--- src/rtl/tdpf_pkg.sv ---
`timescale 1ns / 1ps
// ----------------------------------------------------------------------------
// tdpf_pkg
// Shared types, step names and the microcode table of the trial division
// prime factorizer.
// ----------------------------------------------------------------------------
package tdpf_pkg;

  // Width of the value and factor fields on the channels
  localparam int unsigned FieldW = 32;
  // Step counter width and microcode depth
  localparam int unsigned PcW    = 4;

  // Datapath operation of one step
  typedef enum logic [2:0] {
    OP_NOP,
    OP_WAIT_IN,
    OP_DIV,
    OP_STASH_CAND,
    OP_STASH_REM,
    OP_INC,
    OP_FLUSH,
    OP_EMPTY
  } op_e;

  // Jump condition, tested once the operation of the step completes
  typedef enum logic [2:0] {
    CC_NEVER,
    CC_ALWAYS,
    CC_LT2,
    CC_CAND_GT_Q,
    CC_R_NZ,
    CC_R_Z
  } cond_e;

  typedef struct packed {
    op_e            op;
    cond_e          cond;
    logic [PcW-1:0] target;
  } ucode_t;

  // Step addresses
  localparam logic [PcW-1:0] StepIdle      = 4'd0;
  localparam logic [PcW-1:0] StepCheck     = 4'd1;
  localparam logic [PcW-1:0] StepDiv       = 4'd2;
  localparam logic [PcW-1:0] StepBound     = 4'd3;
  localparam logic [PcW-1:0] StepTestRem   = 4'd4;
  localparam logic [PcW-1:0] StepFactor    = 4'd5;
  localparam logic [PcW-1:0] StepDivAgain  = 4'd6;
  localparam logic [PcW-1:0] StepTestAgain = 4'd7;
  localparam logic [PcW-1:0] StepNext      = 4'd8;
  localparam logic [PcW-1:0] StepTail      = 4'd9;
  localparam logic [PcW-1:0] StepStashRem  = 4'd10;
  localparam logic [PcW-1:0] StepFlush     = 4'd11;
  localparam logic [PcW-1:0] StepEmpty     = 4'd12;

  // Status from the datapath to the sequencer
  typedef struct packed {
    logic in_valid;
    logic lt2;
    logic cand_gt_q;
    logic r_nz;
    logic div_done;
    logic pend_v;
    logic out_free;
  } status_t;

  // Actions from the sequencer to the datapath
  typedef struct packed {
    logic in_ready;
    logic div_start;
    logic stash_cand;
    logic stash_rem;
    logic inc;
    logic flush;
    logic empty;
  } act_t;

  // Microcode program
  function automatic ucode_t ucode_rom(logic [PcW-1:0] pc);
    ucode_t w;
    case (pc)
      StepIdle:      w = '{OP_WAIT_IN,    CC_NEVER,     StepIdle};
      StepCheck:     w = '{OP_NOP,        CC_LT2,       StepEmpty};
      StepDiv:       w = '{OP_DIV,        CC_NEVER,     StepIdle};
      StepBound:     w = '{OP_NOP,        CC_CAND_GT_Q, StepTail};
      StepTestRem:   w = '{OP_NOP,        CC_R_NZ,      StepNext};
      StepFactor:    w = '{OP_STASH_CAND, CC_NEVER,     StepIdle};
      StepDivAgain:  w = '{OP_DIV,        CC_NEVER,     StepIdle};
      StepTestAgain: w = '{OP_NOP,        CC_R_Z,       StepFactor};
      StepNext:      w = '{OP_INC,        CC_ALWAYS,    StepDiv};
      StepTail:      w = '{OP_NOP,        CC_LT2,       StepFlush};
      StepStashRem:  w = '{OP_STASH_REM,  CC_NEVER,     StepIdle};
      StepFlush:     w = '{OP_FLUSH,      CC_ALWAYS,    StepIdle};
      StepEmpty:     w = '{OP_EMPTY,      CC_ALWAYS,    StepIdle};
      default:       w = '{OP_NOP,        CC_ALWAYS,    StepIdle};
    endcase
    return w;
  endfunction

endpackage

--- src/rtl/tdpf_if.sv ---
`timescale 1ns / 1ps
// ----------------------------------------------------------------------------
// tdpf_if
// Valid/ready channels of the factorizer: input value and result item.
// ----------------------------------------------------------------------------
interface tdpf_in_if;
  logic                         valid;
  logic                         ready;
  logic [tdpf_pkg::FieldW-1:0]  value;

  modport source (output valid, output value, input ready);
  modport sink   (input valid, input value, output ready);
endinterface

interface tdpf_out_if;
  logic                         valid;
  logic                         ready;
  logic [tdpf_pkg::FieldW-1:0]  factor;
  logic                         last;
  logic                         empty_res;

  modport source (output valid, output factor, output last, output empty_res,
                  input ready);
  modport sink   (input valid, input factor, input last, input empty_res,
                  output ready);
endinterface

--- src/rtl/tdpf_div.sv ---
`timescale 1ns / 1ps
// ----------------------------------------------------------------------------
// tdpf_div
// Restoring divider, one quotient bit per cycle.
// ----------------------------------------------------------------------------
module tdpf_div #(
  parameter int unsigned W = 32
) (
  input  logic         clk_i,
  input  logic         rst_ni,
  input  logic         start_i,
  input  logic [W-1:0] num_i,
  input  logic [W-1:0] den_i,
  output logic         busy_o,
  output logic         done_o,
  output logic [W-1:0] quo_o,
  output logic [W-1:0] rem_o
);

  localparam int unsigned CntW = $clog2(W + 1);

  logic            busy_q, busy_d;
  logic            done_q, done_d;
  logic [CntW-1:0] cnt_q, cnt_d;
  logic [W-1:0]    num_q, num_d;
  logic [W-1:0]    rem_q, rem_d;
  logic [W-1:0]    den_q, den_d;
  logic [W:0]      trial;

  // Shift in the next dividend bit and try the subtraction
  assign trial = {rem_q, num_q[W-1]} - {1'b0, den_q};

  always_comb begin
    busy_d = busy_q;
    done_d = 1'b0;
    cnt_d  = cnt_q;
    num_d  = num_q;
    rem_d  = rem_q;
    den_d  = den_q;
    if (start_i) begin
      busy_d = 1'b1;
      cnt_d  = CntW'(W);
      num_d  = num_i;
      rem_d  = '0;
      den_d  = den_i;
    end else if (busy_q) begin
      if (!trial[W]) begin
        rem_d = trial[W-1:0];
        num_d = {num_q[W-2:0], 1'b1};
      end else begin
        rem_d = {rem_q[W-2:0], num_q[W-1]};
        num_d = {num_q[W-2:0], 1'b0};
      end
      cnt_d = cnt_q - CntW'(1);
      if (cnt_q == CntW'(1)) begin
        busy_d = 1'b0;
        done_d = 1'b1;
      end
    end
  end

  // Hold control under reset; operands need none
  always_ff @(posedge clk_i or negedge rst_ni) begin
    if (!rst_ni) begin
      busy_q <= 1'b0;
      done_q <= 1'b0;
      cnt_q  <= '0;
    end else begin
      busy_q <= busy_d;
      done_q <= done_d;
      cnt_q  <= cnt_d;
    end
  end

  always_ff @(posedge clk_i) begin
    num_q <= num_d;
    rem_q <= rem_d;
    den_q <= den_d;
  end

  assign busy_o = busy_q;
  assign done_o = done_q;
  assign quo_o  = num_q;
  assign rem_o  = rem_q;

endmodule

--- src/rtl/tdpf_seq.sv ---
`timescale 1ns / 1ps
// ----------------------------------------------------------------------------
// tdpf_seq
// Microcode sequencer: step counter, program table and conditional jumps.
// ----------------------------------------------------------------------------
module tdpf_seq (
  input  logic              clk_i,
  input  logic              rst_ni,
  input  tdpf_pkg::status_t status_i,
  output tdpf_pkg::act_t    act_o
);

  logic [tdpf_pkg::PcW-1:0] pc_q, pc_d;
  logic                     run_q, run_d;
  tdpf_pkg::ucode_t         word;
  logic                     op_done;
  logic                     cond_true;

  assign word = tdpf_pkg::ucode_rom(pc_q);

  // Evaluate the jump condition
  always_comb begin
    case (word.cond)
      tdpf_pkg::CC_NEVER:     cond_true = 1'b0;
      tdpf_pkg::CC_ALWAYS:    cond_true = 1'b1;
      tdpf_pkg::CC_LT2:       cond_true = status_i.lt2;
      tdpf_pkg::CC_CAND_GT_Q: cond_true = status_i.cand_gt_q;
      tdpf_pkg::CC_R_NZ:      cond_true = status_i.r_nz;
      tdpf_pkg::CC_R_Z:       cond_true = !status_i.r_nz;
      default:                cond_true = 1'b0;
    endcase
  end

  // Decode the operation, stall until it can complete
  always_comb begin
    act_o   = '0;
    op_done = 1'b1;
    run_d   = run_q;
    case (word.op)
      tdpf_pkg::OP_WAIT_IN: begin
        act_o.in_ready = 1'b1;
        op_done        = status_i.in_valid;
      end
      tdpf_pkg::OP_DIV: begin
        if (!run_q) begin
          act_o.div_start = 1'b1;
          run_d           = 1'b1;
          op_done         = 1'b0;
        end else begin
          op_done = status_i.div_done;
          if (status_i.div_done) begin
            run_d = 1'b0;
          end
        end
      end
      tdpf_pkg::OP_STASH_CAND: begin
        op_done          = !status_i.pend_v || status_i.out_free;
        act_o.stash_cand = op_done;
      end
      tdpf_pkg::OP_STASH_REM: begin
        op_done         = !status_i.pend_v || status_i.out_free;
        act_o.stash_rem = op_done;
      end
      tdpf_pkg::OP_INC: begin
        act_o.inc = 1'b1;
      end
      tdpf_pkg::OP_FLUSH: begin
        op_done     = status_i.out_free;
        act_o.flush = op_done;
      end
      tdpf_pkg::OP_EMPTY: begin
        op_done     = status_i.out_free;
        act_o.empty = op_done;
      end
      default: begin
        op_done = 1'b1;
      end
    endcase
  end

  // Advance or jump once the step completes
  always_comb begin
    pc_d = pc_q;
    if (op_done) begin
      pc_d = cond_true ? word.target : pc_q + tdpf_pkg::PcW'(1);
    end
  end

  always_ff @(posedge clk_i or negedge rst_ni) begin
    if (!rst_ni) begin
      pc_q  <= tdpf_pkg::StepIdle;
      run_q <= 1'b0;
    end else begin
      pc_q  <= pc_d;
      run_q <= run_d;
    end
  end

endmodule

--- src/rtl/trial_division_prime_factors_unit.sv ---
`timescale 1ns / 1ps
// ----------------------------------------------------------------------------
// trial_division_prime_factors_unit
// Prime factorizer by trial division under microcode control.
// ----------------------------------------------------------------------------
// Usage:
//   in_i carries one unsigned value per item, masked to VALUE_WIDTH bits.
//   out_o returns the prime factors of that value in ascending order, with
//   repeats, one item each; the final item of a value has last set. Values
//   zero and one give a single item with factor 0, last and empty_res set.
//   One value is worked at a time: in_i.ready is high only while the
//   sequencer sits in its idle step.
// Work per value:
//   Each trial divisor costs one pass of the bit-serial divider (W bits, with
//   W = VALUE_WIDTH capped at 32) and three sequencer steps, so the run time
//   of a value grows with the largest divisor tried; a 32-bit prime tries
//   about 65536 divisors.
// Reset and stalls:
//   Reset returns the sequencer to idle and drops any result in flight.
//   A result waits in the output register while out_o.ready is low; the
//   sequencer holds one more factor aside and stalls only when it must
//   hand over a factor while the output register is still full.
// ----------------------------------------------------------------------------
module trial_division_prime_factors_unit #(
  parameter int unsigned VALUE_WIDTH = 32
) (
  input  logic         clk_i,
  input  logic         rst_ni,
  tdpf_in_if.sink      in_i,
  tdpf_out_if.source   out_o
);

  localparam int unsigned FW = tdpf_pkg::FieldW;
  localparam int unsigned DW = (VALUE_WIDTH < FW) ? VALUE_WIDTH : FW;

  tdpf_pkg::status_t status;
  tdpf_pkg::act_t    act;

  logic [DW-1:0] rem_q, rem_d;
  logic [DW-1:0] cand_q, cand_d;
  logic [DW-1:0] pend_q, pend_d;
  logic          pend_v_q, pend_v_d;
  logic          out_v_q, out_v_d;
  logic [DW-1:0] out_fac_q, out_fac_d;
  logic          out_last_q, out_last_d;
  logic          out_empty_q, out_empty_d;
  logic          out_free;
  logic          div_busy;
  logic          div_done;
  logic [DW-1:0] div_q;
  logic [DW-1:0] div_r;

  tdpf_div #(
    .W (DW)
  ) u_div (
    .clk_i   (clk_i),
    .rst_ni  (rst_ni),
    .start_i (act.div_start),
    .num_i   (rem_q),
    .den_i   (cand_q),
    .busy_o  (div_busy),
    .done_o  (div_done),
    .quo_o   (div_q),
    .rem_o   (div_r)
  );

  tdpf_seq u_seq (
    .clk_i    (clk_i),
    .rst_ni   (rst_ni),
    .status_i (status),
    .act_o    (act)
  );

  assign out_free = !out_v_q || out_o.ready;

  // Report datapath status to the sequencer
  always_comb begin
    status.in_valid  = in_i.valid;
    status.lt2       = rem_q < DW'(2);
    status.cand_gt_q = cand_q > div_q;
    status.r_nz      = div_r != '0;
    status.div_done  = div_done;
    status.pend_v    = pend_v_q;
    status.out_free  = out_free;
  end

  // Working registers and the held-back factor
  always_comb begin
    rem_d       = rem_q;
    cand_d      = cand_q;
    pend_d      = pend_q;
    pend_v_d    = pend_v_q;
    out_v_d     = out_v_q && !out_o.ready;
    out_fac_d   = out_fac_q;
    out_last_d  = out_last_q;
    out_empty_d = out_empty_q;

    if (act.in_ready && in_i.valid) begin
      rem_d    = in_i.value[DW-1:0];
      cand_d   = DW'(2);
      pend_v_d = 1'b0;
    end

    // Hand the held factor to the output when a new one arrives
    if ((act.stash_cand || act.stash_rem) && pend_v_q) begin
      out_v_d     = 1'b1;
      out_fac_d   = pend_q;
      out_last_d  = 1'b0;
      out_empty_d = 1'b0;
    end
    if (act.stash_cand) begin
      pend_d   = cand_q;
      pend_v_d = 1'b1;
      rem_d    = div_q;
    end
    if (act.stash_rem) begin
      pend_d   = rem_q;
      pend_v_d = 1'b1;
    end

    if (act.inc) begin
      cand_d = cand_q + DW'(1);
    end

    // Release the held factor as the final one
    if (act.flush) begin
      out_v_d     = 1'b1;
      out_fac_d   = pend_q;
      out_last_d  = 1'b1;
      out_empty_d = 1'b0;
      pend_v_d    = 1'b0;
    end

    if (act.empty) begin
      out_v_d     = 1'b1;
      out_fac_d   = '0;
      out_last_d  = 1'b1;
      out_empty_d = 1'b1;
    end
  end

  always_ff @(posedge clk_i or negedge rst_ni) begin
    if (!rst_ni) begin
      pend_v_q <= 1'b0;
      out_v_q  <= 1'b0;
    end else begin
      pend_v_q <= pend_v_d;
      out_v_q  <= out_v_d;
    end
  end

  always_ff @(posedge clk_i) begin
    rem_q       <= rem_d;
    cand_q      <= cand_d;
    pend_q      <= pend_d;
    out_fac_q   <= out_fac_d;
    out_last_q  <= out_last_d;
    out_empty_q <= out_empty_d;
  end

  assign in_i.ready      = act.in_ready;
  assign out_o.valid     = out_v_q;
  assign out_o.factor    = FW'(out_fac_q);
  assign out_o.last      = out_last_q;
  assign out_o.empty_res = out_empty_q;

`ifndef SYNTHESIS
  // An empty result is always a single, final item with factor zero
  a_empty_form : assert property (@(posedge clk_i) disable iff (!rst_ni)
    out_o.valid && out_o.empty_res |-> out_o.last && out_o.factor == '0)
    else $error("empty result malformed");

  // A real factor is never below two
  a_factor_min : assert property (@(posedge clk_i) disable iff (!rst_ni)
    out_o.valid && !out_o.empty_res |-> out_o.factor >= FW'(2))
    else $error("factor below two");

  // No factor is held back while a new value is accepted
  a_idle_clean : assert property (@(posedge clk_i) disable iff (!rst_ni)
    in_i.ready |-> !pend_v_q)
    else $error("held factor left over at idle");

  // The divider is started only when free
  a_div_start : assert property (@(posedge clk_i) disable iff (!rst_ni)
    act.div_start |-> !div_busy)
    else $error("divider restarted while busy");

  // Trial divisors stay at two or more while a value is worked
  a_cand_min : assert property (@(posedge clk_i) disable iff (!rst_ni)
    act.div_start |-> cand_q >= DW'(2))
    else $error("trial divisor below two");
`endif

endmodule

--- src/flat_wrapper.sv ---
// flat-port wrapper written by rule: the top's interface ports become plain ports
module trial_division_prime_factors_unit_flat 
#(
  parameter int unsigned VALUE_WIDTH = 32
)
  (clk_i, rst_ni, in_i_valid, in_i_value, in_i_ready, out_o_valid, out_o_factor, out_o_last, out_o_empty_res, out_o_ready);
  tdpf_in_if in_i_i ();
  tdpf_out_if out_o_i ();
  input  logic clk_i;
  input  logic rst_ni;
  input wire logic [$bits(in_i_i.valid)-1:0] in_i_valid;
  input wire logic [$bits(in_i_i.value)-1:0] in_i_value;
  output wire logic [$bits(in_i_i.ready)-1:0] in_i_ready;
  output wire logic [$bits(out_o_i.valid)-1:0] out_o_valid;
  output wire logic [$bits(out_o_i.factor)-1:0] out_o_factor;
  output wire logic [$bits(out_o_i.last)-1:0] out_o_last;
  output wire logic [$bits(out_o_i.empty_res)-1:0] out_o_empty_res;
  input wire logic [$bits(out_o_i.ready)-1:0] out_o_ready;
  assign in_i_i.valid = in_i_valid;
  assign in_i_i.value = in_i_value;
  assign in_i_ready = in_i_i.ready;
  assign out_o_valid = out_o_i.valid;
  assign out_o_factor = out_o_i.factor;
  assign out_o_last = out_o_i.last;
  assign out_o_empty_res = out_o_i.empty_res;
  assign out_o_i.ready = out_o_ready;
  trial_division_prime_factors_unit #(.VALUE_WIDTH(VALUE_WIDTH)) u_core (.clk_i(clk_i), .rst_ni(rst_ni), .in_i(in_i_i), .out_o(out_o_i));
endmodule
--- config.mk ---
export PLATFORM = sky130hd
export DESIGN_NAME = trial_division_prime_factors_unit_flat
export DESIGN_NICKNAME = d
export VERILOG_FILES = /design/src/rtl/tdpf_pkg.sv /design/src/rtl/tdpf_if.sv /design/src/rtl/tdpf_div.sv /design/src/rtl/tdpf_seq.sv /design/src/rtl/trial_division_prime_factors_unit.sv /design/src/flat_wrapper.sv
export SDC_FILE = /design/constraint.sdc
export NUM_CORES = 1
export LEC_CHECK = 0
export BUFFER_PORTS_ARGS = -buffer_cell sky130_fd_sc_hd__buf_2
export CORE_ASPECT_RATIO = 0.9
export CORE_MARGIN = 3
export CORE_UTILIZATION = 56
export DETAILED_ROUTE_END_ITERATION = 8
export GPL_ROUTABILITY_DRIVEN = 0
export PLACE_DENSITY = 0.88
export SLEW_MARGIN = 15
export SYNTH_ARGS = -nofsm -noshare
export SYNTH_HDL_FRONTEND = slang
export SYNTH_HIERARCHICAL = 1
export SYNTH_SLANG_ARGS = --single-unit
--- constraint.sdc ---
create_clock -name clk_i -period 4.8 [get_ports clk_i]
set_clock_uncertainty 0.15 [all_clocks]
set_input_delay 0.24 -clock clk_i [delete_from_list [all_inputs] [get_ports clk_i]]
set_output_delay 0.24 -clock clk_i [all_outputs]
set_load 0.05 [all_outputs]
==> impl_results.md <==
- Drc violations: 0
- DR vias: roughly 10000
- Cells after Synth: approximately 1300
- Synth cell types: 93
- Setup TNS: 0 ns
- CP startpoint kind: flop
- Final ANT Viol Nets: 0
- Antenna cells: 0
- Area delta synth->final: 12.9%
- First-pass GRT wire length: between 50000 and 60000 um
- Status: finished clean
- Initial Utilization: between 50% and 60%
- Post-CTS setup repair buffer count: 0
- Slowest CP cell: xor2_4
- Most common cell after layout, fill and taps aside: edfxtp_1
- Number of core rows: 53
- Final setup violation count: 0
- Via density: about 6.2
- Crit path required time: 5.01 ns
- Worst Reg-to-Reg Cells: 13
- Clk root buf: clkbuf_16
- CP top delay family: compound AO/OA/AOI/OAI gates
- Syn nets: about 1400
- Total gr overflow: 0
- Highest Clock Rate: 249 MHz
- Lkg Pwr: ~6.2 nW
- Most frequent cells in the layout: 160 x edfxtp_1, 124 x nand2_1, 89 x inv_1, 89 x mux2_2, 82 x a21oi_1
- Post-synthesis sequential area ratio: a little under half
- Cell count along the critical path: 13
- Buffers on Ports: slightly above 70
- All-Layer GR Usage: between 20% and 30%
- Critical path type: flop to flop
- Setup crit end kind: flop
- Cells along the critical path: inv_1 -> ha_1 -> fa_1 -> nand2b_1 -> a21oi_1 -> o211ai_1 -> o41ai_4 -> o21ai_2 -> a31oi_2 -> xor2_4 -> buf_12 -> mux2i_1 -> a211oi_1
- Clk buf depth: 3
- Initial antenna violation count: 0
- Unrepaired setup endpoints after global routing: false
- Die width: ~170 um
- Reg clk slew, reported paths: approximately 0.07 ns
- HPWL Detailed: roughly 22000 um
- Hold Vio Cnt, Final: 0
- Max-slew headroom: 32.7%
- Worst EP arrival: 4.21 ns
- Pre-Repair DR Iteration Count: 5
- Share of cells above drive strength 1: just under 20%
- Minimum clock period: between 4 and 5 ns
- Total CTS buffers: 24
- CTS tree: done
- Max incr delay on CP: between 0.4 and 0.5 ns
- Wire length per cell: 20.9 um
- Number of flops mapped to enable cells by yosys: 160
- Vias in the first global route: ~10000
- Core ar.: about 24000 um2
- Worst Path Max Fanout: 29
- Buffers and inverters on the worst path: 2
- Post-Syn Area per Cell: about 11 um2
- Synth Flop Type: edfxtp_1
- Synth area leader: edfxtp_1
- H-tree levels: 1
- IO Count: 72
- Peak supply drop: 854 uV
- Clk sinks: around 240
- Fin. max-slew vios: 0
- Die area: ~26000 um2
- Share of the synthesized area in the top cell type: 35.4%
- Synth Register Bits: 241
- Hold crit path type: primary input to asynchronous set/reset pin
- Slew of the pin with the lowest slew margin: around 1 ns
- DIE HEIGHT: around 150 um
- MaxCap Viol Count: 0
- Iteration-0 DRC Markers: 1094
- Synthesized area: between 10000 and 15000 um2
- PwrDens: between 800 and 900 nW/um2
- Pin count of the biggest net entering global routing: 77
- Synth async-reset ratio: 6.22%
- Layout Nets: around 1500
- Clock latency at the later pin of the worst-skew pair: ~0.53 ns
- Pwr Total: 12.7 mW
- Synth area leaders: edfxtp_1 35%, dfxtp_1 9.7%, mux2_2 7.4%
- Final period util: a little over four fifths
- Yosys warns: 6
- Final wirelength: 35000 um
==> path summary, 6_finish.rpt <==
path / from / to / slack, ns
worst max-delay path: u_core/u_div/quo_o[31]$_DFFE_PP_ / u_core/u_div/rem_o[26]$_SDFFE_PP0P_ / 0.79
worst min-delay path: rst_ni / u_core/pend_v_q$_DFFE_PN0P_ / 0.03
worst max register to register: u_core/u_div/quo_o[31]$_DFFE_PP_ / u_core/u_div/rem_o[26]$_SDFFE_PP0P_ / 0.79
worst min register to register: u_core/out_o.factor[29]$_SDFFE_PP0P_ / u_core/out_o.factor[29]$_SDFFE_PP0P_ / 0.30
max in group asynchronous: rst_ni / u_core/u_div/busy_o$_DFF_PN0_ / 4.19
min in group clk_i: in_i_valid / u_core/pend_v_q$_DFFE_PN0P_ / 0.09
==> stage by stage <==
| step | util (%) | instance area, um2 | setup WS, ns | hold WS [ns] | instances |
|---|---|---|---|---|---|
| 3_5_place_dp | 59.9 | 14100 | 0.959 | 0.0136 | 1593 |
| 5_1_grt | 64.8 | 15300 | 0.567 | 0.0447 | 1671 |
| 3_3_place_gp | 59.9 | 14100 | 1.10 | 0.00880 | 1593 |
| 6_report | 64.8 | 15300 | 0.791 | 0.0304 | 1671 |
| 2_1_floorplan | - | 13600 | 0.213 | -0.206 | 1258 |
| 4_1_cts | 64.8 | 15300 | 0.923 | 0.000498 | 1671 |
==> sequential cells by signal, indices dropped and copies added (netlist names) <==
register                count
u_core/out_o.empty_res      1
u_core/out_o.factor        32
u_core/cand_q              32
u_core/u_div/quo_o         32
u_core/u_div/den_q         32
u_core/u_div/busy_o         1
u_core/out_o.last           1
u_core/u_seq/pc_q           4
u_core/u_div/cnt_q          6
u_core/out_o.valid          1
u_core/u_div/rem_o         32
u_core/pend_v_q             1
u_core/u_div/done_o         1
u_core/pend_q              32
u_core/rem_q               32
u_core/u_seq/run_q          1
==> per-layer routing <==
| metal | up-vias | part of all wire, % | GRT usage, % | routed length [um] |
|---|---|---|---|---|
| met4 | 0 | 4.6 | 11.0 | 1610 |
| met2 | 536 | 48 | 43.7 | 16800 |
| met1 | 5045 | 39 | 33.7 | 13800 |
| met5 | - | 0 | 0 | 0 |
| li1 | 4742 | - | - | - |
| met3 | 114 | 7.9 | 4.52 | 2780 |
==> worst reg2reg max path: cells and delay by family, from the launching register on <==
kind	cells	cell delay (ns)
xor gates and xnor gates	1	0.44
buffers and inverters	2	0.37
DFF	1	0.40
muxes	1	0.26
AOI/OAI and AO/OA	6	1.38
adders and majority gates	2	0.66
and+or+nand+nor	1	0.18
==> area by class of cell <==
type                       instances  area (um2)
fill                            1606        8300
sequential                       241        6500
multi-input combinational        873        6440
timing repair buffer             122         836
clock buffer                      33         676
tap                              302         378
inverter                          89         334
clock inverter                    11         141
==> cells in the mapped netlist (all sizes together) (7+ instances only) <==
cell type,n
edfxtp,160
nand2,125
mux2,91
inv,89
a21oi,84
nor2,75
ha,73
dfxtp,66
o21ai,39
clkbuf,36
xor2,32
a211oi,30
and2,30
xnor2,29
mux2i,28
nor4,24
nand3,22
nor3,21
nand4,19
buf,18
a21o,17
dfrtp,15
nand2b,13
nor3b,10
and4,8
nor2b,8
or3,8
a21boi,7
==> logic make-up (layout without fill, tap and decap cells) <==
logic type | Yosys count | in the layout | synth area share [%]
AOI/OAI and AO/OA | 231 | 231 | 11.5
xor gates and xnor gates | 61 | 61 | 3.99
adders and majority gates | 74 | 74 | 6.88
buffers and inverters | 144 | 255 | 4.89
DFF | 241 | 241 | 47.9
muxes | 120 | 120 | 9.84
and+or+nand+nor | 387 | 387 | 14.9
==> report_power, final <==
group	switching, mW	internal (mW)
logic	3.91	2.48
clock network	0.840	1.15
registers	0.849	3.50
total	5.60	7.13
==> repair_timing <==
action,in CTS,in global routing
hold endpoints to repair,48,0
gates resized for setup,0,0
hold buffers,34,0
Note: power is estimated with default switching activity, not from simulation.
